[config.mk]
export PLATFORM = sky130hd
export DESIGN_NAME = mhog_vec
export DESIGN_NICKNAME = d
export VERILOG_FILES = /design/src/rtl/core/mhog_pkg.sv /design/src/rtl/core/mhog_vec.sv
export SDC_FILE = /design/constraint.sdc
export NUM_CORES = 1
export LEC_CHECK = 0
export BUFFER_PORTS_ARGS = -buffer_cell sky130_fd_sc_hd__buf_2
export CORE_ASPECT_RATIO = 0.8
export CORE_UTILIZATION = 37
export CTS_CLUSTER_SIZE = 10
export DETAILED_ROUTE_END_ITERATION = 10
export GPL_ROUTABILITY_DRIVEN = 0
export SYNTH_ARGS = -nofsm -noshare
export SYNTH_HDL_FRONTEND = slang
export SYNTH_SLANG_ARGS = --single-unit
[constraint.sdc]
create_clock -name clk -period 21.1 [get_ports clk]
set_clock_uncertainty 0.05 [all_clocks]
set_input_delay 4.22 -clock clk [delete_from_list [all_inputs] [get_ports clk]]
set_output_delay 4.22 -clock clk [all_outputs]
set_load 0.1 [all_outputs]
[src/rtl/core/mhog_pkg.sv]
// shared types, widths and tables of the masked orientation histogram
package mhog_pkg;

    // pixel and gradient widths
    localparam int PIX_W   = 8;
    localparam int GRAD_W  = PIX_W + 3;
    localparam int SUM_W   = 2 * GRAD_W;
    localparam int SQ_W    = SUM_W + 8;
    localparam int MAG_W   = SQ_W / 2;
    localparam int ANG_W   = 16;
    localparam int XY_W    = GRAD_W + 11;
    localparam int CORDIC_STEPS = 14;
    localparam int SQRT_STEPS   = SQ_W / 2;
    localparam int STEP_W  = 4;

    // histogram word
    localparam int VAL_W = 27;
    localparam logic [VAL_W-1:0] VAL_MAX = {VAL_W{1'b1}};
    localparam int IDX_W = 4;
    localparam int OUT_W = 32;

    // configuration registers
    localparam int CFG_W = 7;
    localparam logic [0:0] REG_CELL_WIDTH  = 1'b0;
    localparam logic [0:0] REG_CELL_HEIGHT = 1'b1;

    localparam logic [ANG_W-1:0] HALF_TURN = 16'h8000;

    typedef enum logic [3:0] {
        ST_IDLE,
        ST_FETCH,
        ST_VEC,
        ST_MUL,
        ST_BRD,
        ST_BWR,
        ST_NEXT,
        ST_EMIT_RD,
        ST_EMIT_WR
    } state_t;

    typedef struct packed {
        logic [MAG_W-1:0] mag;
        logic [ANG_W-1:0] angle;
    } vec_res_t;

    // arctangent of 2^-i as a fraction of a full turn
    function automatic logic [ANG_W-1:0] atan_turn(input logic [STEP_W-1:0] i);
        logic [ANG_W-1:0] v;
        case (i)
            4'd0:    v = 16'd8192;
            4'd1:    v = 16'd4836;
            4'd2:    v = 16'd2555;
            4'd3:    v = 16'd1297;
            4'd4:    v = 16'd651;
            4'd5:    v = 16'd326;
            4'd6:    v = 16'd163;
            4'd7:    v = 16'd81;
            4'd8:    v = 16'd41;
            4'd9:    v = 16'd20;
            4'd10:   v = 16'd10;
            4'd11:   v = 16'd5;
            4'd12:   v = 16'd3;
            4'd13:   v = 16'd1;
            default: v = 16'd0;
        endcase
        return v;
    endfunction

endpackage

[src/rtl/core/mhog_vec.sv]
// iterative magnitude (bit-serial square root) and orientation (cordic) unit
module mhog_vec (
    input  logic                                clk,
    input  logic                                rst_n,
    input  logic                                start,
    input  logic signed [mhog_pkg::GRAD_W-1:0] dx,
    input  logic signed [mhog_pkg::GRAD_W-1:0] dy,
    output logic                                done,
    output mhog_pkg::vec_res_t                  res
);

    localparam int SQ_W = mhog_pkg::SQ_W;
    localparam int XY_W = mhog_pkg::XY_W;

    logic                              ld_reg, ld_next;
    logic                              run_reg, run_next;
    logic                              done_reg, done_next;
    logic [mhog_pkg::STEP_W-1:0]       cnt_reg, cnt_next;

    logic [mhog_pkg::SUM_W-1:0]        sqx_reg, sqx_next;
    logic [mhog_pkg::SUM_W-1:0]        sqy_reg, sqy_next;
    logic [SQ_W-1:0]                   n_reg, n_next;
    logic [SQ_W-1:0]                   root_reg, root_next;
    logic [SQ_W-1:0]                   bit_reg, bit_next;
    logic signed [XY_W-1:0]            x_reg, x_next;
    logic signed [XY_W-1:0]            y_reg, y_next;
    logic [mhog_pkg::ANG_W-1:0]        z_reg, z_next;

    logic signed [XY_W-1:0]            x0, y0, xs, ys;
    logic [SQ_W-1:0]                   trial;

    // sequencing and datapath next values
    always_comb
    begin
        ld_next   = 1'b0;
        run_next  = run_reg;
        done_next = 1'b0;
        cnt_next  = cnt_reg;
        sqx_next  = sqx_reg;
        sqy_next  = sqy_reg;
        n_next    = n_reg;
        root_next = root_reg;
        bit_next  = bit_reg;
        x_next    = x_reg;
        y_next    = y_reg;
        z_next    = z_reg;

        x0 = -(XY_W'(dx) <<< 8);
        y0 = -(XY_W'(dy) <<< 8);
        xs = x_reg >>> cnt_reg;
        ys = y_reg >>> cnt_reg;
        trial = root_reg + bit_reg;

        if (start)
        begin
            // squares and the half-plane fold
            sqx_next = $unsigned(mhog_pkg::SUM_W'(dx) * mhog_pkg::SUM_W'(dx));
            sqy_next = $unsigned(mhog_pkg::SUM_W'(dy) * mhog_pkg::SUM_W'(dy));
            ld_next  = 1'b1;
            if (x0 < 0)
            begin
                x_next = -x0;
                y_next = -y0;
                z_next = mhog_pkg::HALF_TURN;
            end
            else
            begin
                x_next = x0;
                y_next = y0;
                z_next = '0;
            end
        end
        else if (ld_reg)
        begin
            n_next    = {mhog_pkg::SUM_W'(sqx_reg + sqy_reg), 8'd0};
            root_next = '0;
            bit_next  = SQ_W'(1) << (SQ_W - 2);
            cnt_next  = '0;
            run_next  = 1'b1;
        end
        else if (run_reg)
        begin
            // one root bit per cycle
            if (n_reg >= trial)
            begin
                n_next    = n_reg - trial;
                root_next = (root_reg >> 1) + bit_reg;
            end
            else
            begin
                root_next = root_reg >> 1;
            end
            bit_next = bit_reg >> 2;

            // one cordic rotation per cycle
            if (cnt_reg < mhog_pkg::STEP_W'(mhog_pkg::CORDIC_STEPS))
            begin
                if (!y_reg[XY_W-1])
                begin
                    x_next = x_reg + ys;
                    y_next = y_reg - xs;
                    z_next = z_reg + mhog_pkg::atan_turn(cnt_reg);
                end
                else
                begin
                    x_next = x_reg - ys;
                    y_next = y_reg + xs;
                    z_next = z_reg - mhog_pkg::atan_turn(cnt_reg);
                end
            end

            if (cnt_reg == mhog_pkg::STEP_W'(mhog_pkg::SQRT_STEPS - 1))
            begin
                run_next  = 1'b0;
                done_next = 1'b1;
            end
            else
            begin
                cnt_next = cnt_reg + 1'b1;
            end
        end
    end

    // control registers
    always_ff @(posedge clk or negedge rst_n)
    begin
        if (!rst_n)
        begin
            ld_reg   <= 1'b0;
            run_reg  <= 1'b0;
            done_reg <= 1'b0;
            cnt_reg  <= '0;
        end
        else
        begin
            ld_reg   <= ld_next;
            run_reg  <= run_next;
            done_reg <= done_next;
            cnt_reg  <= cnt_next;
        end
    end

    // datapath registers
    always_ff @(posedge clk)
    begin
        sqx_reg  <= sqx_next;
        sqy_reg  <= sqy_next;
        n_reg    <= n_next;
        root_reg <= root_next;
        bit_reg  <= bit_next;
        x_reg    <= x_next;
        y_reg    <= y_next;
        z_reg    <= z_next;
    end

    assign done      = done_reg;
    assign res.mag   = root_reg[mhog_pkg::MAG_W-1:0];
    assign res.angle = z_reg;

endmodule

### Word level (Yosys, flattened, before mapping)

Memory sizes are Yosys's and may differ from the RTL's.
Index checks and enable logic that the tools add are counted.

| storage, ports and cells | value |
|---|---|
| bits in registers | 186 |
| ROM bits | 448 |
| output and inout bits | 32 |
| word-level logic and storage cells | 94 |
| memories | 2 |

Memories:

| memory | words | bits a word | read ports | clocked after memory_dff | write ports | line | text |
|---|---|---|---|---|---|---|---|
| (no name shown) | 16 | 14 | 1 | 0 | 0 | mhog_pkg.sv:49 | `case (i)` |
| (no name shown) | 16 | 14 | 1 | 0 | 0 | mhog_pkg.sv:49 |  |

| cells by class | value |
|---|---|
| add/subtract/negate cells | 15 |
| $mul | 2 |
| magnitude comparators | 3 |
| equality and inequality tests | 3 |
| shift operators | 2 |
| mux-type cells | 45 |
| bitwise logic cells | 1 |
| reduce and logical (&&, ||, !) cells | 8 |

Operators with widths:

| operator | number |
|---|---|
| $mux 22 | 12 |
| $mux 16 | 16 |
| $mux 30 | 5 |
| $add 22x22->22 | 3 |
| $mul 11x11->22 | 2 |
| $neg 19->22 | 2 |
| $neg 22->22 | 2 |
| $sshr 22x4->22 | 2 |
| $sub 22x22->22 | 2 |
| $add 29x29->30 | 1 |
| $add 30x29->30 | 1 |
| $ge 30x30->1 | 1 |
| $sub 30x30->30 | 1 |
| $mux 29 | 1 |
| $lt 22x1->1 const B | 1 |
| $add 16x16->16 | 1 |
| $sub 16x16->16 | 1 |
| $mux 4 | 3 |
| $reduce_and 3->1 | 3 |
| $mux 1 | 8 |
| $reduce_bool 2->1 | 4 |
| $add 4x1->4 const B | 1 |
| $eq 4x4->1 const B | 1 |
| $lt 4x4->1 const B | 1 |
| other kinds (3) | 4 |

### Logic depth before layout (Yosys ltp)

An unclocked memory read counts as a cell.

| logic depth | value |
|---|---|
| depth in word-level cells | 12 |
| depth in mapped cells | 24 |
| depth with buffers taken out | 21 |

### Worst setup path after synthesis

OpenSTA, ideal clock, no wires.

| timing path | value |
|---|---|
| kind | input port to flip-flop |
| from | input dx[10] (netlist bit) |
| to | register sqx_reg[21] (netlist bit) (data pin) |
| library setup time | 0.268 ns |
| arrival time | 9.172 ns |
| data required time | 20.782 ns |
| path slack | 11.610 ns |
| stages on the path | 20 |
| cell sequence | clkbuf_1 clkbuf_1 clkbuf_1 nand2_1 fa_1 inv_1 fa_1 inv_1 fa_1 inv_1 fa_1 inv_1 fa_1 inv_1 ha_1 nand3_1 a211o_1 nand2_1 o41ai_1 xnor2_1 |

| on the way | value |
|---|---|
| word-level cells in the longest chain between the ends | 1 |

RTL lines:

| item | line | text |
|---|---|---|
| start: declaration | mhog_vec.sv:6 | `input logic signed [mhog_pkg::GRAD_W-1:0] dx,` |
| $mul 11x11->22 | mhog_vec.sv:57 | `sqx_next = $unsigned(mhog_pkg::SUM_W'(dx) * mhog_pkg::SUM_W'(dx));` |
| end signal: assignment | mhog_vec.sv:146 | `sqx_reg <= sqx_next;` |
| end: declaration | mhog_vec.sv:20 | `logic [mhog_pkg::SUM_W-1:0] sqx_reg, sqx_next;` |

Every way passes these cells.
A chain may end at the register's enable or synchronous reset.

### Final worst setup path

| timing path | value |
|---|---|
| from | input dy[6] (netlist bit) |
| to | register sqy_reg[20] (netlist bit) (data pin) |

| on the way | value |
|---|---|
| word-level cells in the longest chain between the ends | 1 |

RTL lines:

| item | line | text |
|---|---|---|
| start: declaration | mhog_vec.sv:7 | `input logic signed [mhog_pkg::GRAD_W-1:0] dy,` |
| $mul 11x11->22 | mhog_vec.sv:58 | `sqy_next = $unsigned(mhog_pkg::SUM_W'(dy) * mhog_pkg::SUM_W'(dy));` |
| end signal: assignment | mhog_vec.sv:147 | `sqy_reg <= sqy_next;` |
| end: declaration | mhog_vec.sv:21 | `logic [mhog_pkg::SUM_W-1:0] sqy_reg, sqy_next;` |

Every way passes these cells.

==> results.yml <==
logic_synthesis:
  synth_enable_flop_cells: 177
  ys_dominant_reg_cell: "sky130_fd_sc_hd__edfxtp_1"
  ys_ff_latch: 184
  post_synth_net_total: 3376
  post_synth_inst_count: 2891
  postSynthAreaPerCell_um2: 9.130
  synth_area_um2: 26390
  synth-warning-count: 0
  yosysSeqAreaShare_pct: 20.80
  netlist_cell_types: 79
  synth_async_sr_flop_share_pct: 3.804
job:
  maxCapViolations: 0
grt:
  grt_use_total_pct: 17.97
  grt_antenna_before_repair: 0
  grt_start_max_net_pins: 70
  most_used_routing_layer: "met2"
  grt_remaining_overflow: 0
  grt.met1_usage_pct: 26.06
  first_global_vias: 19363
  grt_pass1_wl_mm: 103.9
  groute.layer.met2.usage_pct: 28.22
  met3_usage_pct: 2.313
critical_path:
  setup.worst_path.start_class: "input port"
  crit_chain: "buf_2 > clkinv_1 > nor2_1 > inv_1 > fa_1 > fa_1 > inv_1 > ha_1 > fa_1 > inv_1 > fa_1 > inv_1 > ha_1 > a21boi_0 > o211ai_1 > a21oi_1 > o31ai_1 > o21ai_0 > a21oi_1 > xnor2_1"
  worstPathBufferInverterCount: 6
  r2r_setup_slack_ns: 14.60
  critical-path-top-delay-family: "adder cells"
  setup.worst_path.end_class: "flip-flop"
  critical_path_fanout_max: 12
  required_ns: 21.29
  timing.critical_path.slowest_cell_delay_ns: 0.54
  crit_arrival_ns: 9.36
  crit_path_top_delay_cell: "sky130_fd_sc_hd__fa_1"
  worst_setup_path_category: "in -> reg"
cells_and_area:
  fill_cell_instance_count_of_the_final_layout: 7120
  drive_above_1_share_pct: 7.315
  n_antenna_cell: 0
  final_nets: 3343
  area_growth_pct: 6.200
clocking:
  tritoncts_sink_count: 184
  cts_tree: "done"
  post_cts_hold_buffer_count: 0
  clk_root_buffer_cell: "sky130_fd_sc_hd__clkbuf_16"
  clk_latency_ns: 0.48
  cts_buffer_depth: 2
  cts.htree.levels: 4
  numCtsBuffers: 17
  cts-resized-gates: 0
  post_cts_buffers: 0
  clkSlewWorstSetupHoldPaths_ns: 0.08
timing:
  slew_headroom_pct: 31.76
  final_hold_violating_endpoints: 0
  share_of_the_clock_period_used_by_the_worst_path_pct: 43.46
  final.setup.tns_ns: 0
  timing.fmax_mhz: 109.1
  unrepaired_setup_endpoints_after_global_routing: "false"
  clock_period_minus_final_worst_setup_slack_ns: 9.170
  tightestPinTransition_ns: 1.024
  setup_viol: 0
  timing.final.max_slew_violations: 0
placement:
  count_of_port_buffers_added_during_placement: 56
  dp_hpwl_mm: 50.12
detailed_routing:
  via_per_inst: 5.311
  detailedRoute.firstPassIterationCount: 5
  drt_first_iter_violations: 1368
  drc: 0
  wl_per_cell_um: 16.63
  detail_route.wirelength_mm: 63.29
  route.antenna.remaining_nets: 0
  via_count: 20210
floorplan:
  coreArea_um2: 70540
  fp.dieArea_um2: 72410
  die_width_um: 300.6
  dieHeight_um: 240.9
  num_io_pins: 57
  rows: 87
  initial_core_util_pct: 37.42
status:
  outcome: "completed"
worst_hold_path:
  min-delay-path-class: "reg -> reg"
## Yosys cell counts, drive strengths merged, types with 10 or more instances
library cell | instances | area [um^2]
fa | 209 | 4184
a21o | 29 | 217.7
mux4 | 46 | 1062
clkbuf | 81 | 304.0
edfxtp | 177 | 5315
xnor2 | 167 | 1470
nand3 | 39 | 207.7
a21oi | 160 | 800.8
or2 | 15 | 93.84
and2 | 33 | 206.5
nand2 | 209 | 787.0
nand2b | 23 | 143.9
inv | 346 | 1299
or3 | 28 | 175.2
nand4 | 17 | 106.4
a211oi | 40 | 300.3
and3 | 18 | 112.6
o21a | 35 | 262.8
nor2 | 235 | 882.1
o21ai | 133 | 665.6
clkinv | 10 | 37.54
a31o | 18 | 157.7
o31ai | 25 | 187.7
xor2 | 94 | 823.3
o21bai | 24 | 180.2
ha | 251 | 3141
or4 | 10 | 78.82
nor2b | 61 | 381.6
a31oi | 44 | 275.3
o22ai | 10 | 62.56
nor3 | 69 | 356.6
o211ai | 19 | 142.6
mux2i | 40 | 400.4
buf | 42 | 280.3
mux2 | 16 | 180.2
nor3b | 12 | 90.09
## cell usage in the layout, fill, tap and decap left out, drive strengths merged, types with 15 or more instances in the layout
| master | netlist | layout |
|---|---|---|
| a211oi | 40 | 40 |
| a21o | 29 | 29 |
| a21oi | 160 | 160 |
| a31o | 18 | 18 |
| a31oi | 44 | 44 |
| and2 | 33 | 33 |
| and3 | 18 | 18 |
| buf | 42 | 71 |
| clkbuf | 81 | 18 |
| clkinv | 10 | 16 |
| edfxtp | 177 | 177 |
| fa | 209 | 209 |
| ha | 251 | 251 |
| inv | 346 | 352 |
| mux2 | 16 | 16 |
| mux2i | 40 | 40 |
| mux4 | 46 | 46 |
| nand2 | 209 | 209 |
| nand2b | 23 | 23 |
| nand3 | 39 | 39 |
| nand4 | 17 | 17 |
| nor2 | 235 | 235 |
| nor2b | 61 | 61 |
| nor3 | 69 | 69 |
| o211ai | 19 | 19 |
| o21a | 35 | 35 |
| o21ai | 133 | 133 |
| o21bai | 24 | 24 |
| o31ai | 25 | 25 |
| or2 | 15 | 15 |
| or3 | 28 | 28 |
| xnor2 | 167 | 167 |
| xor2 | 94 | 94 |
## worst paths after layout
path,startpoint,end,cells past startpoint
setup / recovery,dy[6],sqy_reg[20],20
hold / removal,run_reg,run_reg,2
setup reg to reg,cnt_reg[0],x_reg[21],18
hold reg to reg,run_reg,run_reg,2
max in group asynchronous,rst_n,cnt_reg[0],1
min in group asynchronous,rst_n,cnt_reg[1],1
## area by class of cell
| class | instances | area [um^2] | share of cell area [%] |
|---|---|---|---|
| clock buffers | 18 | 429.2 | 1.531 |
| clock inverters | 14 | 202.7 | 0.7231 |
| inverters | 356 | 1336 | 4.767 |
| multi-input cells | 2228 | 19000 | 67.79 |
| flip-flops and latches | 184 | 5495 | 19.60 |
| well taps | 934 | 1169 | 4.169 |
| repair buffers | 71 | 395.4 | 1.411 |
## worst min-delay path, cell delays in order (launching register included)
cell and delay (ns):
sky130_fd_sc_hd__dfrtp_1 0.41, sky130_fd_sc_hd__nand2_1 0.07, sky130_fd_sc_hd__nand2_1 0.06
## through the flow
| stage | util (%) | setup slack, ns | area (um^2) | instances | hold WS, ns |
|---|---|---|---|---|---|
| floorplan | - | 11.61 | 26390 | 2891 | 0.4369 |
| global placement | 38.84 | 11.54 | 27400 | 3773 | 0.4875 |
| detailed placement | 38.84 | 11.46 | 27400 | 3773 | 0.4867 |
| CTS | 39.74 | 11.98 | 28030 | 3805 | 0.5090 |
| global route | 39.74 | 11.51 | 28030 | 3805 | 0.5347 |
| finish | 39.74 | 11.93 | 28030 | 3805 | 0.5097 |
## layer usage
metal / share of wire [%] / routed length [um]
met5: 0 / 0
met4: 1.6 / 1024
met3: 4.0 / 2512
met2: 44 / 28120
met1: 50 / 31630
## kinds of logic after synthesis
logic type	Yosys count	share of synthesized area (%)
buf+inv	479	7.277
fa+ha+maj	460	27.75
simple gates	795	14.50
xor+xnor	261	8.689
mux	102	6.224
flops	184	20.80
compound gates	610	14.76
Power is left out: the tool's default activity adds up to more than one toggle a clock period on the data nets, which glitch-free logic cannot reach.
